$ cat config.mk
export PLATFORM = sky130hd
export DESIGN_NAME = ip_prefix_utilization_counter
export DESIGN_NICKNAME = d
export VERILOG_FILES = /design/src/rtl/ipuc_pkg.sv /design/src/rtl/ip_prefix_utilization_counter.sv
export SDC_FILE = /design/constraint.sdc
export NUM_CORES = 2
export LEC_CHECK = 0
export ABC_CLOCK_PERIOD_IN_PS = 12120
export BUFFER_PORTS_ARGS = -buffer_cell sky130_fd_sc_hd__buf_4
export CAP_MARGIN = 20
export CORE_ASPECT_RATIO = 1.2
export CORE_MARGIN = 1.5
export CORE_UTILIZATION = 46
export CTS_BUF_LIST = sky130_fd_sc_hd__clkbuf_8
export DETAILED_ROUTE_END_ITERATION = 12
export PLACE_DENSITY = 0.59
export SYNTH_ARGS = -nofsm -noshare
export SYNTH_HDL_FRONTEND = slang
export SYNTH_SLANG_ARGS = --single-unit
$ cat constraint.sdc
create_clock -name clock -period 12.12 [get_ports clock]
set_clock_uncertainty 0.1 [all_clocks]
set_input_delay 1.212 -clock clock [delete_from_list [all_inputs] [get_ports clock]]
set_output_delay 1.212 -clock clock [all_outputs]
set_load 0.01 [all_outputs]
$ cat src/rtl/ipuc_pkg.sv
// Package for the IPv4 prefix utilization counter.
// Holds sizes, register indexes and result status codes.
// No dependencies.
package ipuc_pkg;

   localparam int SEEN_DEPTH   = 64;
   localparam int SEEN_AW      = (SEEN_DEPTH > 1) ? $clog2(SEEN_DEPTH) : 1;
   localparam int FILL_W       = $clog2(SEEN_DEPTH + 1);
   localparam int PREFIX_SLOTS = 6;

   localparam int ADDR_W  = 32;
   localparam int KIND_W  = 16;
   localparam int COUNT_W = 31;
   localparam int SLOT_W  = 3;
   localparam int LEN_W   = 6;
   localparam int CFG_W   = 38;
   localparam int IDX_W   = 3;
   localparam int STAT_W  = 3;
   localparam int RSP_W   = 72;

   localparam logic [KIND_W-1:0] ETHER_IPV4 = 16'h0800;
   localparam logic [LEN_W-1:0]  LEN_MIN    = 6'd1;
   localparam logic [LEN_W-1:0]  LEN_MAX    = 6'd30;

   localparam logic [IDX_W-1:0] CSR_TOTAL       = 3'd0;
   localparam logic [IDX_W-1:0] CSR_PREFIX_A    = 3'd1;
   localparam logic [IDX_W-1:0] CSR_PREFIX_LAST = 3'd6;

   localparam logic [STAT_W-1:0] STAT_NOT_IP    = 3'd0;
   localparam logic [STAT_W-1:0] STAT_INVALID   = 3'd1;
   localparam logic [STAT_W-1:0] STAT_DUPLICATE = 3'd2;
   localparam logic [STAT_W-1:0] STAT_FULL      = 3'd3;
   localparam logic [STAT_W-1:0] STAT_NO_MATCH  = 3'd4;
   localparam logic [STAT_W-1:0] STAT_COUNTED   = 3'd5;

endpackage

$ cat src/rtl/ip_prefix_utilization_counter.sv
// Top level of the IPv4 prefix utilization counter.
// A rejected frame goes straight to its result; a duplicate ends its seen-table scan at the
// match, a full seen table ends it at the fill, and a new source goes on to the prefix match.
// One word at a time: the next word is accepted only after the result is taken and the
// block is back in idle; the one-entry-per-cycle seen-table scan sets the rate. Synchronous
// reset clears the counts, the table fill and the configuration to zero. Depends on ipuc_pkg.
module ip_prefix_utilization_counter
   import ipuc_pkg::*;
(
   input  logic              clock,
   input  logic              reset,
   input  logic              req_tvalid,
   output logic              req_tready,
   input  logic [ADDR_W-1:0] req_tdata,  // [31:0] source_addr
   input  logic [KIND_W-1:0] req_tuser,  // [15:0] ether_kind
   output logic              rsp_tvalid,
   input  logic              rsp_tready,
   // [0] first_hit, [3:1] first_slot, [34:4] first_count, [35] first_half_warn,
   // [36] second_hit, [39:37] second_slot, [70:40] second_count, [71] second_half_warn
   output logic [RSP_W-1:0]  rsp_tdata,
   output logic [STAT_W-1:0] rsp_tuser,  // [2:0] status
   input  logic              csr_valid,
   output logic              csr_ready,
   input  logic [IDX_W-1:0]  csr_index,
   input  logic [CFG_W-1:0]  csr_data
);

   typedef enum logic [2:0] {
      ST_IDLE,
      ST_SEARCH,
      ST_MATCH,
      ST_COUNT,
      ST_DONE
   } state_type;

   state_type            state_ff;
   logic [ADDR_W-1:0]    src_ff;
   logic [FILL_W-1:0]    fill_ff;
   logic [FILL_W-1:0]    scan_ff;
   logic                 cmp_vld_ff;
   logic [ADDR_W-1:0]    rd_data_ff;
   logic [SLOT_W-1:0]    slot_ff;
   logic                 phase2_ff;
   logic                 cnt_second_ff;
   logic [ADDR_W-1:0]    net1_ff;
   logic [LEN_W-1:0]     len1_ff;
   logic [LEN_W-1:0]     len2_ff;
   logic [SLOT_W-1:0]    total_ff;
   logic [CFG_W-1:0]     prefix_ff [PREFIX_SLOTS];
   logic [COUNT_W-1:0]   counts_ff [PREFIX_SLOTS];

   logic [STAT_W-1:0]    status_ff;
   logic                 hit1_ff;
   logic [SLOT_W-1:0]    slot1_ff;
   logic [COUNT_W-1:0]   count1_ff;
   logic                 warn1_ff;
   logic                 hit2_ff;
   logic [SLOT_W-1:0]    slot2_ff;
   logic [COUNT_W-1:0]   count2_ff;
   logic                 warn2_ff;

   logic [ADDR_W-1:0]    seen_mem [SEEN_DEPTH];
   logic                 mem_we;

   logic [SLOT_W-1:0]    total_lim;
   logic                 slot_in_range;
   logic [CFG_W-1:0]     cur_prefix;
   logic [LEN_W-1:0]     cur_len;
   logic                 cur_len_ok;
   logic [ADDR_W-1:0]    cur_mask;
   logic [ADDR_W-1:0]    cur_net;
   logic                 cur_match;
   logic                 cur_same;

   logic [SLOT_W-1:0]    cnt_slot;
   logic [LEN_W-1:0]     cnt_len;
   logic [COUNT_W-1:0]   cnt_cur;
   logic [COUNT_W-1:0]   cnt_inc;
   logic [ADDR_W-1:0]    cnt_cap;
   logic                 cnt_below;
   logic                 cnt_warn;
   logic [COUNT_W-1:0]   cnt_new;

   assign req_tready = (state_ff == ST_IDLE);
   assign rsp_tvalid = (state_ff == ST_DONE);
   assign csr_ready  = 1'b1;
   assign rsp_tuser  = status_ff;
   assign rsp_tdata  = {warn2_ff, count2_ff, slot2_ff, hit2_ff,
                        warn1_ff, count1_ff, slot1_ff, hit1_ff};

   // Shared slot compare unit.
   assign total_lim     = (total_ff > SLOT_W'(PREFIX_SLOTS)) ? SLOT_W'(PREFIX_SLOTS) : total_ff;
   assign slot_in_range = (slot_ff < total_lim);
   assign cur_prefix    = slot_in_range ? prefix_ff[slot_ff] : '0;
   assign cur_len       = cur_prefix[CFG_W-1:ADDR_W];
   assign cur_len_ok    = (cur_len >= LEN_MIN) && (cur_len <= LEN_MAX);
   assign cur_mask      = {ADDR_W{1'b1}} << (LEN_W'(ADDR_W) - cur_len);
   assign cur_net       = cur_prefix[ADDR_W-1:0] & cur_mask;
   assign cur_match     = cur_len_ok && ((src_ff & cur_mask) == cur_net);
   assign cur_same      = (cur_net == net1_ff) && (cur_len == len1_ff);

   // Shared count unit.
   assign cnt_slot  = cnt_second_ff ? slot2_ff : slot1_ff;
   assign cnt_len   = cnt_second_ff ? len2_ff : len1_ff;
   assign cnt_cur   = (cnt_slot < SLOT_W'(PREFIX_SLOTS)) ? counts_ff[cnt_slot] : '0;
   assign cnt_inc   = cnt_cur + COUNT_W'(1);
   assign cnt_cap   = (ADDR_W'(1) << (LEN_W'(ADDR_W) - cnt_len)) - ADDR_W'(2);
   assign cnt_below = ({1'b0, cnt_cur} < cnt_cap);
   assign cnt_warn  = cnt_below && ({1'b0, cnt_inc, 1'b0} >= {1'b0, cnt_cap}) &&
                      ({1'b0, cnt_cur, 1'b0} < {1'b0, cnt_cap});
   assign cnt_new   = cnt_below ? cnt_inc : cnt_cur;

   assign mem_we = (state_ff == ST_SEARCH) &&
                   !(cmp_vld_ff && (rd_data_ff == src_ff)) &&
                   (scan_ff >= fill_ff) &&
                   (fill_ff < FILL_W'(SEEN_DEPTH));

   always_ff @(posedge clock) begin
      if (mem_we) begin
         seen_mem[fill_ff[SEEN_AW-1:0]] <= src_ff;
      end
      rd_data_ff <= seen_mem[scan_ff[SEEN_AW-1:0]];
   end

   always_ff @(posedge clock) begin
      if (reset) begin
         state_ff      <= ST_IDLE;
         fill_ff       <= '0;
         scan_ff       <= '0;
         cmp_vld_ff    <= 1'b0;
         slot_ff       <= '0;
         phase2_ff     <= 1'b0;
         cnt_second_ff <= 1'b0;
         total_ff      <= '0;
         for (int i = 0; i < PREFIX_SLOTS; i++) begin
            prefix_ff[i] <= '0;
            counts_ff[i] <= '0;
         end
      end else begin
         if (csr_valid && csr_ready) begin
            if (csr_index == CSR_TOTAL) begin
               total_ff <= csr_data[SLOT_W-1:0];
            end else if (csr_index <= CSR_PREFIX_LAST) begin
               for (int i = 0; i < PREFIX_SLOTS; i++) begin
                  if (csr_index == IDX_W'(i) + CSR_PREFIX_A) begin
                     prefix_ff[i] <= csr_data;
                  end
               end
            end
         end

         case (state_ff)
            ST_IDLE: begin
               if (req_tvalid) begin
                  src_ff        <= req_tdata;
                  hit1_ff       <= 1'b0;
                  slot1_ff      <= '0;
                  count1_ff     <= '0;
                  warn1_ff      <= 1'b0;
                  hit2_ff       <= 1'b0;
                  slot2_ff      <= '0;
                  count2_ff     <= '0;
                  warn2_ff      <= 1'b0;
                  net1_ff       <= '0;
                  len1_ff       <= '0;
                  len2_ff       <= '0;
                  scan_ff       <= '0;
                  cmp_vld_ff    <= 1'b0;
                  slot_ff       <= '0;
                  phase2_ff     <= 1'b0;
                  cnt_second_ff <= 1'b0;
                  if (req_tuser != ETHER_IPV4) begin
                     status_ff <= STAT_NOT_IP;
                     state_ff  <= ST_DONE;
                  end else if ((req_tdata == '0) || (req_tdata == {ADDR_W{1'b1}})) begin
                     status_ff <= STAT_INVALID;
                     state_ff  <= ST_DONE;
                  end else begin
                     state_ff <= ST_SEARCH;
                  end
               end
            end
            ST_SEARCH: begin
               if (cmp_vld_ff && (rd_data_ff == src_ff)) begin
                  status_ff <= STAT_DUPLICATE;
                  state_ff  <= ST_DONE;
               end else if (scan_ff >= fill_ff) begin
                  cmp_vld_ff <= 1'b0;
                  if (fill_ff >= FILL_W'(SEEN_DEPTH)) begin
                     status_ff <= STAT_FULL;
                     state_ff  <= ST_DONE;
                  end else begin
                     fill_ff  <= fill_ff + FILL_W'(1);
                     state_ff <= ST_MATCH;
                  end
               end else begin
                  cmp_vld_ff <= 1'b1;
                  scan_ff    <= scan_ff + FILL_W'(1);
               end
            end
            ST_MATCH: begin
               if (!slot_in_range) begin
                  if (!phase2_ff) begin
                     status_ff <= STAT_NO_MATCH;
                     state_ff  <= ST_DONE;
                  end else begin
                     status_ff <= STAT_COUNTED;
                     state_ff  <= ST_COUNT;
                  end
               end else if (!phase2_ff && cur_match) begin
                  hit1_ff   <= 1'b1;
                  slot1_ff  <= slot_ff;
                  net1_ff   <= cur_net;
                  len1_ff   <= cur_len;
                  phase2_ff <= 1'b1;
                  slot_ff   <= slot_ff + SLOT_W'(1);
               end else if (phase2_ff && cur_match && !cur_same) begin
                  hit2_ff   <= 1'b1;
                  slot2_ff  <= slot_ff;
                  len2_ff   <= cur_len;
                  status_ff <= STAT_COUNTED;
                  state_ff  <= ST_COUNT;
               end else begin
                  slot_ff <= slot_ff + SLOT_W'(1);
               end
            end
            ST_COUNT: begin
               counts_ff[cnt_slot] <= cnt_new;
               if (!cnt_second_ff) begin
                  count1_ff <= cnt_new;
                  warn1_ff  <= cnt_warn;
                  if (hit2_ff) begin
                     cnt_second_ff <= 1'b1;
                  end else begin
                     state_ff <= ST_DONE;
                  end
               end else begin
                  count2_ff <= cnt_new;
                  warn2_ff  <= cnt_warn;
                  state_ff  <= ST_DONE;
               end
            end
            ST_DONE: begin
               if (rsp_tready) begin
                  state_ff <= ST_IDLE;
               end
            end
            default: begin
               state_ff <= ST_IDLE;
            end
         endcase
      end
   end

   a_fill_bound: assert property (@(posedge clock) disable iff (reset)
      fill_ff <= FILL_W'(SEEN_DEPTH))
      else $error("seen table fill beyond depth");

   a_hits_only_counted: assert property (@(posedge clock) disable iff (reset)
      rsp_tvalid && (status_ff != STAT_COUNTED) |-> !hit1_ff && !hit2_ff)
      else $error("slot hit reported without counted status");

   a_second_after_first: assert property (@(posedge clock) disable iff (reset)
      rsp_tvalid && hit2_ff |-> hit1_ff && (slot2_ff > slot1_ff))
      else $error("second match not after first match");

   a_busy_after_accept: assert property (@(posedge clock) disable iff (reset)
      req_tvalid && req_tready |=> !req_tready)
      else $error("accepted a word without leaving idle");

endmodule

==> impl_metrics.ini <==
[status]
status = finished, final reports clean

[detailed_routing]
drt_iter0_drc = 6383
drc_errors = 0
drt_wl_total_mm = 301
dr.pass1.iters = 6
via_count = 59100
avgRoutedWirePerCell_um = 30.6
vias_per_cell = 6.00
ant_nets = 0

[run]
drv_cap = 0

[min_path]
hold_class = in2reg
holdPathStages = 1
hp-start = req_tdata[24]
hold-path-endpoint = src_ff[24]$_DFFE_PP_

[synth]
syn_area_mm2 = 0.111
synth-edff-count = 2613
async_flop_share_pct = 0
syn_avg_cell_area_um2 = 18.8
synth_seq_area_share_pct = 72.1
ys.flop_type = edfxtp_1
netlist-cell-type-count = 99
ys.warnings.count = 0
syn_inst = 5880
synth_seq_cells = 2674
syn-num-nets = 6071

[finish]
syn_to_final_growth_pct = 12.3
fin_util_pct = 52.1
layout-drive-gt1-share_pct = 25.8
fillers = 19000
nets = 6537

[worst_setup_path]
worst-path-max-fanout = 38
cp-end-kind = register
cp_cell_sequence = mux2i_1 -> a22oi_2 -> nand2_1 -> nor2_1 -> inv_1 -> ha_1 -> inv_1 -> ha_1 -> inv_1 -> nand2_1 -> a222oi_1 -> a31oi_1 -> o41ai_1 -> o2111ai_1 -> a2111oi_1 -> buf_4 -> nand3_1 -> a21boi_4 -> buf_4
cp.required_ps = 12630
path_buf_inv = 5
r2r_setup_slack_ps = 5110
timing.rr.end = net1_ff[11]$_SDFFCE_PN0P_
cpPeakStageDelay_ps = 820
crit_path_frequent_cell = inv_1
start_kind = register
cp_slowest_cell = dfxtp_4
reg2reg_depth = 19
crit_family = compound AO/OA/AOI/OAI gates
crit_arrival_ps = 7520
critPathKind = reg2reg

[floorplanning]
num_io_pins = 172
initial_utilization_pct = 46.4
dieArea_mm2 = 0.243
rows = 196
die_x_um = 450
fp.dieH_um = 540
core_region_area_mm2 = 0.238

[grt]
grt_pass1_vias = 60500
antenna_found_initial = 24
grt_max_degree = 100
grt_first_pass_wirelength_mm = 432
grtUsageTotal_pct = 24.6
grt-ovfl-total = 0

[sta]
fin_crit_sh_pct = 57.8
finalHoldViolations = 0
period_needed_ps = 7010
fmax_mhz = 143
worst_pin_slew_ps = 1180
fin_ws_ps = 5110
rsz0062_at_grt = no
tns_ps = 0
slew_headroom_pct = 21.3
whs_ps = 324
setup_violations = 0
drv_slew = 0

[place]
hpwl_mm = 170
port_buffers = 170
dpl_worst_slack_ps = 5200
place_congestion = 0.890

[cts]
tritoncts = yes
htreeDepth = 5
clockRootBuffer = clkbuf_8
postCtsSetupBuffers = 0
clock_latency_ps = 1010
path_clk_slew_ps = 60
cts.repair.resized = 0
cts_hold_buf = 0
clock-sinks = 2674
cts_buffers = 415
cts_buffer_depth = 4

[power]
power.total_uw = 17800
leakagePower_uw = 0.0393
pwr_density_cell_mw_per_mm2 = 143
peakVddDrop_v = 0.0000839
## layer usage
layer	vias to the layer above	share of wire [%]	GRT usage, %	wire [µm]
met2	2286	49	40.3	148000
met3	444	6.9	4.01	20900
met4	8	2.7	7.41	8140
li1	24800	-	-	-
met5	-	0.019	0	57
met1	31500	41	33.9	124000
## state kept, by name, summed over array words and instances (netlist names), 3 cells and up, named ones only
register    cells
state_ff        3
counts_ff     186
fill_ff         7
rd_data_ff     32
len2_ff         6
slot2_ff        3
count1_ff      31
src_ff         32
total_ff        3
slot_ff         3
len1_ff         6
scan_ff         7
count2_ff      31
rsp_tuser       3
net1_ff        32
seen_mem     2048
prefix_ff     228
slot1_ff        3
## worst max path at each step
stage | depth (start not counted) | end | from
floorplan | 18 | hit1_ff$_DFFE_PP_ | register
global placement | 22 | warn1_ff$_DFFE_PP_ | cnt_second_ff$_SDFFE_PP0P_
detailed placement | 19 | net1_ff[19]$_SDFFCE_PN0P_ | register
CTS | 19 | net1_ff[24]$_SDFFCE_PN0P_ | register
global route | 19 | net1_ff[19]$_SDFFCE_PN0P_ | register
finish | 19 | net1_ff[11]$_SDFFCE_PN0P_ | register
## synth_stat cells (13+ instances only)
master,count,share of area [%]
nand3_1,101,0.46
o21ai_1,13,0.059
buf_4,14,0.095
o31ai_1,19,0.13
and2_1,238,1.3
dfxtp_1,61,1.1
a211oi_1,30,0.20
o21ai_0,79,0.36
mux4_2,709,14
edfxtp_1,2613,71
and3_1,17,0.096
nor3_1,49,0.22
buf_1,72,0.24
nor2b_1,15,0.085
o211ai_1,41,0.28
xnor2_1,115,0.91
nand2b_1,15,0.085
ha_1,97,1.1
inv_1,67,0.23
a31oi_1,37,0.21
a21oi_1,94,0.43
nor2_1,451,1.5
clkbuf_1,200,0.68
mux2_2,29,0.30
mux2i_1,88,0.80
xor2_1,32,0.25
nor4_1,36,0.20
nand4_1,47,0.27
buf_2,17,0.077
a21o_1,24,0.16
nand2_1,232,0.79
## report_power, final
group	switching [µW]	total, µW	leakage [µW]	internal [µW]
sequential	44.8	10300	0.0245	10200
clock	3460	6890	0.00430	3430
combinational	433	605	0.0105	171
total	3940	17800	0.0393	13800
## final cells by class
cell class | instances | area [µm²] | share of cell area, %
Sequential cell | 2674 | 79700 | 64.3
Tap cell | 3168 | 3960 | 3.19
Antenna cell | 16 | 40.0 | 0.0323
Clock buffer | 427 | 5880 | 4.74
Multi-Input combinational cell | 2822 | 29900 | 24.1
Timing Repair Buffer | 362 | 2780 | 2.24
Inverter | 71 | 267 | 0.215
Clock inverter | 312 | 1510 | 1.22
## cells by family (layout without fill, tap and decap cells)
kind of cell | count (synthesis) | after routing | share of synthesized area [%]
xor+xnor | 147 | 147 | 1.17
fa+ha+maj | 102 | 102 | 1.14
other cells | 1 | 17 | 0.00339
simple gates | 1264 | 1264 | 5.55
flops | 2674 | 2674 | 72.1
mux | 833 | 833 | 15.6
compound gates | 475 | 475 | 2.95
buf+inv | 384 | 1172 | 1.46
## per-stage QoR
step | instance area (µm²) | instances
floorplan | 111000 | 5880
global placement | 117000 | 9094
detailed placement | 117000 | 9096
CTS | 124000 | 9835
global route | 124000 | 9843
finish | 124000 | 9852
## worst reg2reg max path, cell delays in order (launching register included)
cell and delay [ps]:
dfxtp_4 820, mux2i_1 240, a22oi_2 380, nand2_1 210
nor2_1 470, inv_1 140, ha_1 280, inv_1 190
ha_1 450, inv_1 310, nand2_1 220, a222oi_1 310
a31oi_1 140, o41ai_1 410, o2111ai_1 180, a2111oi_1 460
buf_4 240, nand3_1 130, a21boi_4 490, buf_4 470
## placed cells by master, fill, tap and decap left out, types with 51 or more instances in the layout
cell type / synthesis / layout
dfxtp_1: 61 / 51
nor2_1: 451 / 383
ha_1: 97 / 97
inv_1: 67 / 210
and2_1: 238 / 238
buf_4: 14 / 355
o21ai_0: 79 / 73
edfxtp_1: 2613 / 2613
mux2i_1: 88 / 85
xnor2_1: 115 / 115
nand3_1: 101 / 101
mux4_2: 709 / 709
nand2_1: 232 / 231
nor2_4: 0 / 66
clkbuf_8: 0 / 427
a21oi_1: 94 / 93
clkinv_1: 4 / 114
Power figures use the tool's default switching activity.
